`config.mk`:
```
export PLATFORM = sky130hd
export DESIGN_NAME = scpg_div_cell
export DESIGN_NICKNAME = d
export VERILOG_FILES = /design/src/hdl/scpg_pkg.sv /design/src/hdl/scpg_div_cell.sv
export SDC_FILE = /design/constraint.sdc
export NUM_CORES = 1
export LEC_CHECK = 0
export BUFFER_PORTS_ARGS = -buffer_cell sky130_fd_sc_hd__buf_4
export CORE_AREA = 2 2 205 207
export CTS_BUF_LIST = sky130_fd_sc_hd__clkbuf_16
export CTS_CLUSTER_DIAMETER = 40
export DETAILED_ROUTE_END_ITERATION = 16
export DIE_AREA = 0 0 207 209
export GPL_TIMING_DRIVEN = 0
export PLACE_DENSITY_LB_ADDON = 0.12
export SYNTH_ARGS = -nofsm -noshare
export SYNTH_HDL_FRONTEND = slang
export SYNTH_SLANG_ARGS = --single-unit
```
`constraint.sdc`:
```
create_clock -name clk -period 8.57 [get_ports clk]
set_input_delay 0.857 -clock clk [delete_from_list [all_inputs] [get_ports clk]]
set_output_delay 0.857 -clock clk [all_outputs]
set_load 0.01 [all_outputs]
```
`src/hdl/scpg_pkg.sv`:
```
// Shared types, constants and tables for the sphere/circle point generator.
`timescale 1ns / 1ps
package scpg_pkg;

  localparam int IDX_W   = 16;
  localparam int CRD_W   = 20;
  localparam int RAD_W   = 19;
  localparam int DIV_W   = IDX_W + 17;
  localparam int DIV_N   = DIV_W;
  localparam int ROT_N   = 17;
  localparam int CFG_W   = 3 * CRD_W;
  localparam int CFG_A_W = 3;
  localparam int OUT_W   = 80;

  localparam logic [31:0] GOLDEN_TURN = 32'h61C8_8647;
  localparam logic signed [19:0] CORDIC_START = 20'sd39796;

  // Configuration register indexes.
  typedef enum logic [CFG_A_W-1:0] {
    REG_MODE    = 3'd0,
    REG_COUNT   = 3'd1,
    REG_CENTRE  = 3'd2,
    REG_MAJOR   = 3'd3,
    REG_MINOR   = 3'd4,
    REG_BOX_LO  = 3'd5,
    REG_BOX_HI  = 3'd6
  } reg_idx_t;

  // Payload that travels down the divider and rotation chains.
  typedef struct packed {
    logic [IDX_W-1:0]  idx;
    logic [31:0]       turn;
    logic [IDX_W-1:0]  rem;
    logic [DIV_W-1:0]  dq;
    logic signed [17:0] zq;
    logic [32:0]       sd;
    logic [33:0]       sres;
    logic signed [19:0] cx;
    logic signed [19:0] cy;
    logic signed [33:0] cz;
    logic              flip;
  } pipe_t;

  // Arctangent of 2^-k as a fraction of a full turn in Q0.32.
  function automatic logic [31:0] atan_turn(input logic [3:0] k);
    logic [31:0] a;
    unique case (k)
      4'd0:  a = 32'h2000_0000;
      4'd1:  a = 32'h12E4_051E;
      4'd2:  a = 32'h09FB_385B;
      4'd3:  a = 32'h0511_11D4;
      4'd4:  a = 32'h028B_0D43;
      4'd5:  a = 32'h0145_D7E1;
      4'd6:  a = 32'h00A2_F61E;
      4'd7:  a = 32'h0051_7C55;
      4'd8:  a = 32'h0028_BE53;
      4'd9:  a = 32'h0014_5F2F;
      4'd10: a = 32'h000A_2F98;
      4'd11: a = 32'h0005_17CC;
      4'd12: a = 32'h0002_8BE6;
      4'd13: a = 32'h0001_45F3;
      4'd14: a = 32'h0000_A2FA;
      default: a = 32'h0000_517D;
    endcase
    return a;
  endfunction

endpackage

```
`src/hdl/scpg_div_cell.sv`:
```
// One restoring-division cell: produces one quotient bit per stage.
`timescale 1ns / 1ps
module scpg_div_cell (
  input  logic                        clk,
  input  logic                        en,
  input  logic [scpg_pkg::IDX_W-1:0]  divisor,
  input  scpg_pkg::pipe_t             d_in,
  output scpg_pkg::pipe_t             d_out
);

  logic [scpg_pkg::IDX_W:0] trial;
  logic                     ge;
  scpg_pkg::pipe_t          item_nxt;
  scpg_pkg::pipe_t          item_r;

  // Shift the next dividend bit into the remainder and try to subtract.
  always_comb begin
    trial    = {d_in.rem, d_in.dq[scpg_pkg::DIV_W-1]};
    ge       = trial >= {1'b0, divisor};
    item_nxt = d_in;
    item_nxt.rem = ge ? scpg_pkg::IDX_W'(trial - {1'b0, divisor})
                      : trial[scpg_pkg::IDX_W-1:0];
    item_nxt.dq  = {d_in.dq[scpg_pkg::DIV_W-2:0], ge};
  end

  always_ff @(posedge clk) begin
    if (en) begin
      item_r <= item_nxt;
    end
  end

  assign d_out = item_r;

endmodule

```
* Word-level counts from Yosys, hierarchy flattened
Index checks and enable logic that the tools add are counted.
Storage, ports and cells: register bits after elaboration 257, input port bits 275, output and inout port bits 257, word-level logic and storage cells 14
Operators by class: add/sub/neg operators 1, order comparisons 1, muxes and demuxes 1
Operators with widths (number):
- 17-bit by 16-bit greater-or-equal comparator with 1-bit output | 1
- 16-bit 2-to-1 mux | 1
- 16-bit subtractor | 1

* Longest topological paths before layout
depth in word-level cells 2, gate-level depth with buffers 10, depth with buffers taken out 9

* Worst setup path before layout
OpenSTA, ideal clock, no wires.
kind input to register, start point in divisor[6] (netlist name), end point reg item_r, in the netlist d_out[201] (data pin), setup time 260 ps, arrival 3155 ps, data required time 8310 ps, slack 5155 ps, stages 9, path buffers 1, cells stage by stage inv_1 > ha_1 > a211oi_2 > o211ai_2 > a221oi_4 > a211oi_2 > a2111oi_4 > buf_6 > mux2_4
RTL lines:
- start, declared | line scpg_div_cell.sv:6 | input logic [scpg_pkg::IDX_W-1:0] divisor,
- end signal, assigned | line scpg_div_cell.sv:28 | item_r <= item_nxt;
- end, declared | line scpg_div_cell.sv:14 | scpg_pkg::pipe_t item_r;

==> metrics.md <==
| Metric | Value |
|---|---|
| Outcome | complete, no violations |
| Fmax | 0.298 GHz |
| Die ar. | 0.0433 mm² |
| Antenna-violating nets left | 0 |
| CP most frequent cell | a211oi_2 |
| Leak | around 0.0065 µW |
| DR iter-0 viols | 348 |
| Vias in the first global route | 6194 |
| Maxcap violations | 0 |
| Async set or reset register ratio after synthesis | 0% |
| CTS root buf | clkbuf_16 |
| Drt wl/cell | between 15 and 20 µm |
| Hold Path Stages | 1 |
| Rows | 75 |
| Non-Filler Instances | 1578 |
| CTS Buf Count | 49 |
| Register bit count reported by yosys | 257 |
| CTS clock-pin slew for the worst setup and hold paths | 0.06 ns |
| Post-synth EDFFs | 257 |
| CP endpoint kind | flip-flop |
| Io pins | approximately 530 |
| Post CTS Setup Buffer Count | 0 |
| Critical path class | in2reg |
| Yosys cell types | between 40 and 50 |
| Routed wire length | 31400 µm |
| Final setup vio count | 0 |
| Initial antenna violation count | 4 |
| Worst hold start | d_in[14] |
| Sequential fraction of the synthesis area | 86.3% |
| Ys flop type | edfxtp_1 |
| Power per Cell Area | 255 mW/mm² |
| Critical path fanouts, max | 10 |
| Final HPWL from detailed placement | approximately 24000 µm |
| CP arrival | 3.65 ns |
| Worst-margin pin slew | 0.717 ns |
| Mapped Nets | 706 |
| First-pass GRT wire length | 43100 µm |
| Worst path cell trace | buf_4 -> inv_1 -> ha_1 -> a211oi_2 -> o211ai_2 -> a221oi_4 -> a211oi_2 -> a2111oi_4 -> buf_6 -> mux2_4 |
| Overflow left after global routing | 0 |
| Max clock buf depth | 3 |
| Synth warn | 0 |
| RSZ-0062 raised after global routing | no |
| Max reg flops | 257 |
| Die X | 207 µm |
| Via density | 3.86 |
| Crit path required time | ~8.9 ns |
| Post-place setup slack | 4.61 ns |
| Total Nets Final | 1290 |
| Die height | 209 µm |
| Final Max Tran Viols | 0 |
| CP Launch Type | input port |
| Routability Congestion | 0.748 |
| # DRC | 0 |
| Initial core utilization | about 22% |
| Final worst slack | ~5.2 ns |
| Hold/Removal Path Class | in2reg |
| Placed Instances | 1486 |
| H-tree depth | 2 |
| WP buf/inv | 3 |
| Core ar. | 0.0413 mm² |
| Final period utilization | 39.1% |
| Delay-heaviest family, CP | compound AO/OA/AOI/OAI gates |
| Cts repair resizes | 0 |
| Hold path endpoint | d_out[14] |
| Final setup TNS | 0 ns |
| Largest net degree at the start of global routing | 101 |
| Mapped Cells | 414 |
| Clock net sink count | 257 |
| Via count | between 6000 and 7000 |
| GRT Overall Usage | ~14% |
| CTS tree | built |
| Syn Area/Cell | 21.6 µm² |
| Post-Syn Area | 0.00895 mm² |
| Hold Buf Count CTS | 0 |
| Final hold vios | 0 |
| 1st-pass router iterations | 4 |
| Layout cells sized above 1 | 61.9% |
| Slowest stage delay, CP | about 0.71 ns |
| Synth-to-Final Area Change | 71.5% |
| Rel. slew slack | 51.8% |
| CP max-delay cell | a2111oi_4 |
| Crit path time final | ~3.4 ns |
| Input/output buffers | 531 |
| Maximum VDD drop | 0.151 mV |
## Yosys cell counts (all sizes together) (3+ instances only)
cell type / number / area [µm²]
a211o: 3 / 27.5
a211oi: 5 / 47.5
a21oi: 9 / 48.8
buf: 3 / 21.3
edfxtp: 257 / 7720
ha: 16 / 200
inv: 23 / 86.3
mux2: 14 / 180
mux2i: 4 / 40.0
nand2: 6 / 22.5
nor2: 7 / 26.3
nor2b: 4 / 25.0
nor3: 5 / 25.0
o211ai: 3 / 27.5
o21a: 6 / 45.0
o21ai: 10 / 50.1
o31ai: 3 / 22.5
xnor2: 4 / 35.0
xor2: 4 / 35.0
## logic make-up (layout without fill, tap and decap cells)
| kind of cell | Yosys count | in the layout | share of synthesized area [%] |
|---|---|---|---|
| compound gates | 52 | 52 | 4.68 |
| xor+xnor | 8 | 8 | 0.783 |
| fa+ha+maj | 17 | 17 | 2.46 |
| buf+inv | 28 | 652 | 1.29 |
| flops | 257 | 257 | 86.3 |
| mux | 18 | 18 | 2.46 |
| other cells | 0 | 1 | 0 |
| simple gates | 34 | 34 | 2.07 |
## layout make-up
cell class | count | area (µm²)
Antenna cell | 1 | 2.50
Clock buffer | 50 | 1250
Inverter | 23 | 86.3
Clock inverter | 41 | 420
Fill cell | 4050 | 25900
Tap cell | 539 | 674
Buffer | 5 | 28.8
Timing Repair Buffer | 533 | 4050
Multi-Input combinational cell | 129 | 1110
Sequential cell | 257 | 7720
## per-stage QoR
step | cell area [µm²] | util [%] | power [µW] | hold slack (ns)
floorplan | 8950 | - | 1700 | 0.956
global placement | 13600 | 33.0 | 2020 | 1.04
detailed placement | 13700 | 33.1 | 2020 | 1.04
CTS | 15300 | 37.2 | 3990 | 0.410
global route | 15300 | 37.2 | 4080 | 0.412
finish | 15300 | 37.2 | 3920 | 0.461
## worst max-delay path by stage
stage | from | end | slack (ns) | cells after the start
after CTS | divisor[6] | d_out[205] | 5.22 | 10
after detailed placement | divisor[6] | d_out[205] | 4.61 | 10
after global routing | divisor[7] | d_out[205] | 5.07 | 10
after global placement | divisor[6] | d_out[205] | 4.61 | 10
final | divisor[6] | d_out[205] | 5.22 | 10
after floorplan | divisor[6] | d_out[201] | 5.15 | 9
## layout by cell type, fill, tap and decap left out, types with 8 or more instances in the layout
master and count:
a21oi_1 8, buf_4 530, clkbuf_16 50, edfxtp_1 257
ha_1 16, inv_1 27, mux2_2 8, o21ai_0 10
## per-layer routing
metal  share of wire [%]  wire, µm  vias up  GRT usage [%]
li1                    -         -     2842              -
met1                  36     11400     2904           14.6
met2                  52     16400      298           24.1
met3                 9.5      2990       47           6.55
met4                 2.0       612        6           4.48
met5                0.12        37        -              0
## power by group
part / switching [µW] / internal, µW
clock: 713 / 1210
sequential: 28.7 / 1510
combinational: 208 / 248
Note: power is estimated with default switching activity, not from simulation.
