==> src/hdl/scpg_pkg.sv <==
// Shared types, constants and tables for the sphere/circle point generator.
`timescale 1ns / 1ps
package scpg_pkg;

  localparam int IDX_W   = 16;
  localparam int CRD_W   = 20;
  localparam int RAD_W   = 19;
  localparam int DIV_W   = IDX_W + 17;
  localparam int DIV_N   = DIV_W;
  localparam int ROT_N   = 17;
  localparam int CFG_W   = 3 * CRD_W;
  localparam int CFG_A_W = 3;
  localparam int OUT_W   = 80;

  localparam logic [31:0] GOLDEN_TURN = 32'h61C8_8647;
  localparam logic signed [19:0] CORDIC_START = 20'sd39796;

  // Configuration register indexes.
  typedef enum logic [CFG_A_W-1:0] {
    REG_MODE    = 3'd0,
    REG_COUNT   = 3'd1,
    REG_CENTRE  = 3'd2,
    REG_MAJOR   = 3'd3,
    REG_MINOR   = 3'd4,
    REG_BOX_LO  = 3'd5,
    REG_BOX_HI  = 3'd6
  } reg_idx_t;

  // Payload that travels down the divider and rotation chains.
  typedef struct packed {
    logic [IDX_W-1:0]  idx;
    logic [31:0]       turn;
    logic [IDX_W-1:0]  rem;
    logic [DIV_W-1:0]  dq;
    logic signed [17:0] zq;
    logic [32:0]       sd;
    logic [33:0]       sres;
    logic signed [19:0] cx;
    logic signed [19:0] cy;
    logic signed [33:0] cz;
    logic              flip;
  } pipe_t;

  // Arctangent of 2^-k as a fraction of a full turn in Q0.32.
  function automatic logic [31:0] atan_turn(input logic [3:0] k);
    logic [31:0] a;
    unique case (k)
      4'd0:  a = 32'h2000_0000;
      4'd1:  a = 32'h12E4_051E;
      4'd2:  a = 32'h09FB_385B;
      4'd3:  a = 32'h0511_11D4;
      4'd4:  a = 32'h028B_0D43;
      4'd5:  a = 32'h0145_D7E1;
      4'd6:  a = 32'h00A2_F61E;
      4'd7:  a = 32'h0051_7C55;
      4'd8:  a = 32'h0028_BE53;
      4'd9:  a = 32'h0014_5F2F;
      4'd10: a = 32'h000A_2F98;
      4'd11: a = 32'h0005_17CC;
      4'd12: a = 32'h0002_8BE6;
      4'd13: a = 32'h0001_45F3;
      4'd14: a = 32'h0000_A2FA;
      default: a = 32'h0000_517D;
    endcase
    return a;
  endfunction

endpackage

==> src/hdl/scpg_rot_cell.sv <==
// One square-root step and, except at the last step, one CORDIC rotation, registered per stage.
`timescale 1ns / 1ps
module scpg_rot_cell (
  input  logic            clk,
  input  logic            en,
  input  logic [4:0]      step,
  input  scpg_pkg::pipe_t d_in,
  output scpg_pkg::pipe_t d_out
);

  logic [33:0]        bitv;
  logic [33:0]        trial;
  logic signed [19:0] dx;
  logic signed [19:0] dy;
  logic signed [33:0] ang;
  scpg_pkg::pipe_t    item_nxt;
  scpg_pkg::pipe_t    item_r;

  always_comb begin
    bitv  = 34'd1 << (6'd32 - {step, 1'b0});
    trial = d_in.sres + bitv;
    dx    = d_in.cy >>> step[3:0];
    dy    = d_in.cx >>> step[3:0];
    ang   = $signed({2'b00, scpg_pkg::atan_turn(step[3:0])});
    item_nxt = d_in;
    // Digit-by-digit floor square root.
    if ({1'b0, d_in.sd} >= trial) begin
      item_nxt.sd   = 33'(d_in.sd - trial[32:0]);
      item_nxt.sres = (d_in.sres >> 1) + bitv;
    end else begin
      item_nxt.sres = d_in.sres >> 1;
    end
    // Rotation toward zero residual angle; the last stage has no rotation.
    if (!step[4]) begin
      if (!d_in.cz[33]) begin
        item_nxt.cx = d_in.cx - dx;
        item_nxt.cy = d_in.cy + dy;
        item_nxt.cz = d_in.cz - ang;
      end else begin
        item_nxt.cx = d_in.cx + dx;
        item_nxt.cy = d_in.cy - dy;
        item_nxt.cz = d_in.cz + ang;
      end
    end
  end

  always_ff @(posedge clk) begin
    if (en) begin
      item_r <= item_nxt;
    end
  end

  assign d_out = item_r;

endmodule

==> config.mk <==
export PLATFORM = sky130hd
export DESIGN_NAME = scpg_rot_cell
export DESIGN_NICKNAME = d
export VERILOG_FILES = /design/src/hdl/scpg_pkg.sv /design/src/hdl/scpg_rot_cell.sv
export SDC_FILE = /design/constraint.sdc
export NUM_CORES = 1
export LEC_CHECK = 0
export BUFFER_PORTS_ARGS = -buffer_cell sky130_fd_sc_hd__clkbuf_2
export CORE_AREA = 2 2 205 207
export DETAILED_ROUTE_END_ITERATION = 8
export DIE_AREA = 0 0 207 209
export PLACE_DENSITY = 0.83
export RECOVER_POWER = 25
export SLEW_MARGIN = 20
export SYNTH_ARGS = -nofsm -noshare
export SYNTH_HDL_FRONTEND = slang
export SYNTH_SLANG_ARGS = --single-unit
==> constraint.sdc <==
create_clock -name clk -period 21.3 [get_ports clk]
set_clock_uncertainty 0.05 [all_clocks]
set_input_delay 2.13 -clock clk [delete_from_list [all_inputs] [get_ports clk]]
set_output_delay 2.13 -clock clk [all_outputs]
set_load 0.02 [all_outputs]
* Yosys cells after proc, flatten, opt, wreduce, memory -nomap -nowiden *
Memories as Yosys holds them, arrays and structs flattened.
Index checks and enable logic that the tools add are counted.

word-level totals
  logic and storage cells = 31
  bits in latches = 0
  input bits = 264
  memories kept = 1
  memory bits (writable) = 0
  flip-flop bits (word level) = 257
  output and inout port bits = 257
  bits in read-only memories = 480

memory list
  memory           depth  width  read ports  clocked after memory_dff  wr ports  line            source
  (no name shown)  16     30     1           0                         0         scpg_pkg.sv:47  unique case (k)

cells by class
  $lt $le $gt $ge = 1
  shift operators = 3
  multiply operators = 0
  bitwise gates (word level) = 0
  add/subtract/negate cells = 10
  muxes and demuxes = 4
  div/mod/pow operators = 0
  equality and inequality tests = 0
  reductions and logical operators = 0

operators by type and width
  cell                                                                number
  74-bit two-way mux                                                  2
  33-bit two-way mux                                                  2
  20-bit adder                                                        2
  20-bit by 4-bit >>> shifter with 20-bit output                      2
  20-bit subtractor                                                   2
  33-bit by 34-bit adder with 34-bit output                           1
  34-bit by 33-bit adder with 34-bit output                           1
  34-bit adder                                                        1
  33-bit by 34-bit >= comparator with 1-bit output                    1
  1-bit by 6-bit left shift with 34-bit output, first input constant  1
  34-bit by 33-bit subtractor with 34-bit output                      1
  33-bit subtractor                                                   1
  6-bit subtractor, first input constant                              1

* Longest topological paths before layout *
  depth in word-level cells = 5
  gate-level depth with buffers = 34
  mapped depth without buffers = 25

* Least setup slack after synthesis *
No wires, ideal clock.

  path type = in2reg
  start point = in step[0]
  end point = reg item_r (netlist bit d_out[112]) (data pin)
  path slack = 12.232 ns
  buffers on the path = 9
  data arrival time = 8.758 ns
  cell stages on the path = 33
  data required time = 20.990 ns
  cells stage by stage = buf_6 buf_12 buf_8 buf_6 buf_2 buf_2 inv_1 ha_1 clkbuf_1 xor2_1 o32ai_1 clkbuf_1 and3_1 ha_1 nand3_1 nor2_1 a21oi_1 o31ai_1 maj3_1 a211oi_2 o21bai_1 xnor2_1 ha_1 nand4_1 nor3_1 o2111ai_1 o2111ai_1 a31oi_1 o21ai_0 a21oi_1 nor2_2 buf_2 mux2_2

RTL lines
  element                 line                 source
  start: declaration      scpg_rot_cell.sv:6   input logic [4:0] step,
  end signal: assignment  scpg_rot_cell.sv:49  item_r <= item_nxt;
  end: declaration        scpg_rot_cell.sv:17  scpg_pkg::pipe_t item_r;

==> run summary <==
Among all cell types in the netlist, the one instantiated most often is edfxtp_1. Summing over every cut layer, the via total after detailed routing is 20,020. After synthesis, flip-flops and latches occupy 36.72% of the total area. The number of flip-flops under the largest register name was 257; the final cell utilization of the core was 60.55%.

The number of violations of the max-capacitance limit was 1; the via count of the first global-routing pass was 19,210. The type of the tightest min-delay check was input pin to register. The path with the worst hold slack has its endpoint at d_out[164]$_DFFE_PP_. STA puts the critical path data arrival time at 10.03 ns. From synthesis to final layout, the design area changed by 18.96%.

Counting flops with an async set or reset pin after synthesis yields a share of 0%. The total overflow left after global routing is 0. In this run the static leakage power is 10.43 nW.

The floorplan step defined a core boundary enclosing 41,290 µm². The top-area cell type share of the netlist area came out at 36.72%. TritonCTS built the clock tree. The worst setup path is captured at a register. The number of synthesized flops with an enable pin is 257, and the starting density of the core is 50.90%. The synthesized design spends more area on one cell type than any other, namely edfxtp_1. The worst hold path startpoint is d_in[164]. Cell with the biggest individual delay on the critical path: buf_4.

The run gives 78,020 µm as the routed wire length. Post-CTS clock slew at the launch and capture registers of the worst setup and hold paths: 0.07 ns. TritonCTS created 29 clock buffers.

The run gives 0 ns as the sum of negative setup slack. Each instance of the synthesized netlist takes up on average 9.662 µm². After synthesis the netlist holds a flip-flop and latch count of 257. Prevailing post-synth register cell: edfxtp_1.

The largest fanout of any net on the critical path is 59. The worst path meets setup with 11.54 ns of slack. The ratio of total power to cell area was 72.89 nW/µm²; the endpoint required time on the critical path was 21.58 ns.

Prior to clock tree synthesis, the placed netlist has a worst setup slack of 11.02 ns. At the pin with the least slew margin, the transition time is 6.796 ns. Setup repair after global routing left no endpoint under its margin. The detail route stage leaves a number of antenna-violating nets equal to 0. On the critical path the largest part of the delay comes from compound AO/OA/AOI/OAI gates.

Across the VDD grid, the largest voltage drop is 70.05 µV. The commonest cells after synthesis are 257 x edfxtp_1, 199 x nand2_1, 183 x o21ai_0. The run gives 75 as the number of rows created at floorplan. The critical path is of the input pin to register type.

The cell repeated most along the worst path was ha_1. The cell sitting at the root of the clock tree is a clkbuf_16. The clock passes through at most 3 buffers. The synthesized netlist occupies a cell area of 21,020 µm². The pin count of the biggest net entering global routing is 115. For the total nets after synthesis, the log shows 2,592.

The die outline height is 209 µm. The detailed-route vias per instance is 6.213, and the maximum level of the CTS H-tree is 1. The Yosys step of the flow raised 0 warnings. Total power for the finished layout comes to 1.822 mW. The initial antenna violation count was 17; the number of cells produced by synthesis was 2,175. The logs give 0 for the number of hold buffers added after CTS and 1,786 for the number of violations reported at the end of detailed-routing iteration 0.

The share of final-layout standard cells stronger than drive strength 1 was 25.21%. The final reports fail on max-capacitance violations, max-slew violations. The final estimated routing congestion in global placement was 0.9721; the number of clock sinks was 257. The detail-routed net length per standard cell was 24.21 µm. The number of buffers and inverters on the critical path is 3.

The tools report the global-route usage over all layers as 34.48%. After the last flow step, the layout net total stands at 3,064. In this run the count of I/O pins placed on the die edge is 521.

The logs give 62,020 µm for the post-DP HPWL and 0 for the count of endpoints failing hold in the final timing report. Count of different cell masters after synthesis: 90. The worst setup path is launched from an input pin. By area the synthesized netlist is led by edfxtp_1 37%, ha_1 8.9%, xnor2_1 4.5%.

In the routed design, unresolved DRC markers number 0. The run finished, with violations left. Headroom to the max-slew limit came out at -353.1%.

The cell count of the worst hold path is 1, and the largest stage delay on the critical path is 0.64 ns. The fraction of the cycle the final worst path needs was 45.80%; the detailed-router iteration count before antenna repair was 5. The minimum clock period after layout was 9.755 ns; the cell depth of the worst setup path was 26. The die covers 43,260 µm². The setup-violating endpoint count in the final report is 0, and the final max-slew violation count is 115.

First-pass GRT wire length: 115,500 µm. Based on the critical path, the design can be clocked at up to 102.5 MHz. The post-cts resize count was 0.

For the number of setup buffers added after CTS, the log shows 0. Input and output buffers added on the ports amount to 520. In this run the horizontal extent of the chip is 207 µm.
[per-stage QoR]
step | hold slack (ns) | area (µm²) | instances
after floorplan | 2.179 | 21020 | 2175
after global placement | 2.259 | 24020 | 3155
after detailed placement | 2.259 | 24020 | 3155
after CTS | 1.643 | 25000 | 3209
after global routing | 1.649 | 24980 | 3215
final | 1.669 | 25000 | 3222
[layout make-up]
cell class	instances	area [µm²]
fill	3543	16290
multi-input combinational	1753	12640
sequential	257	7717
timing repair buffer	534	2684
clock buffer	32	737.0
tap	539	674.4
inverter	72	270.3
clock inverter	22	241.5
antenna	13	32.53
[kinds of logic after synthesis]
group / synth area share (%)
compound gates: 20.18
xor+xnor: 8.335
fa+ha+maj: 9.443
buf+inv: 3.209
flops: 36.72
mux: 7.930
simple gates: 14.18
[placed cells by master, fill, tap and decap left out, types with 27 or more instances in the layout]
cell type | Yosys | layout
ha_1 | 149 | 149
nor3_1 | 54 | 54
clkbuf_16 | 0 | 29
a31oi_1 | 43 | 43
xor2_1 | 93 | 93
a211oi_1 | 34 | 34
nand2_1 | 199 | 199
mux4_2 | 28 | 28
xnor2_1 | 107 | 107
nand3_1 | 44 | 44
nor2_1 | 156 | 156
a21oi_1 | 146 | 145
edfxtp_1 | 257 | 257
mux2_2 | 51 | 51
o21a_1 | 29 | 29
nand2b_1 | 27 | 27
inv_1 | 70 | 70
a21o_1 | 42 | 42
o21ai_0 | 183 | 183
clkbuf_2 | 1 | 497
[worst max path at each step]
stage               startpoint                    to  slack, ns
floorplan              step[0]  d_out[112]$_DFFE_PP_      12.23
finish                 step[0]  d_out[105]$_DFFE_PP_      11.54
global placement       step[0]  d_out[110]$_DFFE_PP_      11.29
global route           step[0]  d_out[105]$_DFFE_PP_      10.88
detailed placement     step[0]  d_out[105]$_DFFE_PP_      11.02
CTS                    step[0]  d_out[105]$_DFFE_PP_      11.59
[metal layers]
layer	share of wire [%]	routed length, µm	vias up	global-route usage [%]
met5	0.12	97	-	0
met4	4.9	3810	14	14.75
met3	8.4	6544	209	6.598
met2	50	38730	1039	61.22
met1	37	28840	9525	40.69
li1	-	-	9230	-
[power breakdown]
group          switching, mW  internal, mW  leakage, nW  total (mW)
sequential            0.0198         0.626         2.51       0.646
clock                  0.225         0.301        0.476       0.526
combinational          0.408         0.242         7.44       0.650
total                  0.653          1.17         10.4        1.82
No activity file was read; power rests on OpenSTA's default activity.
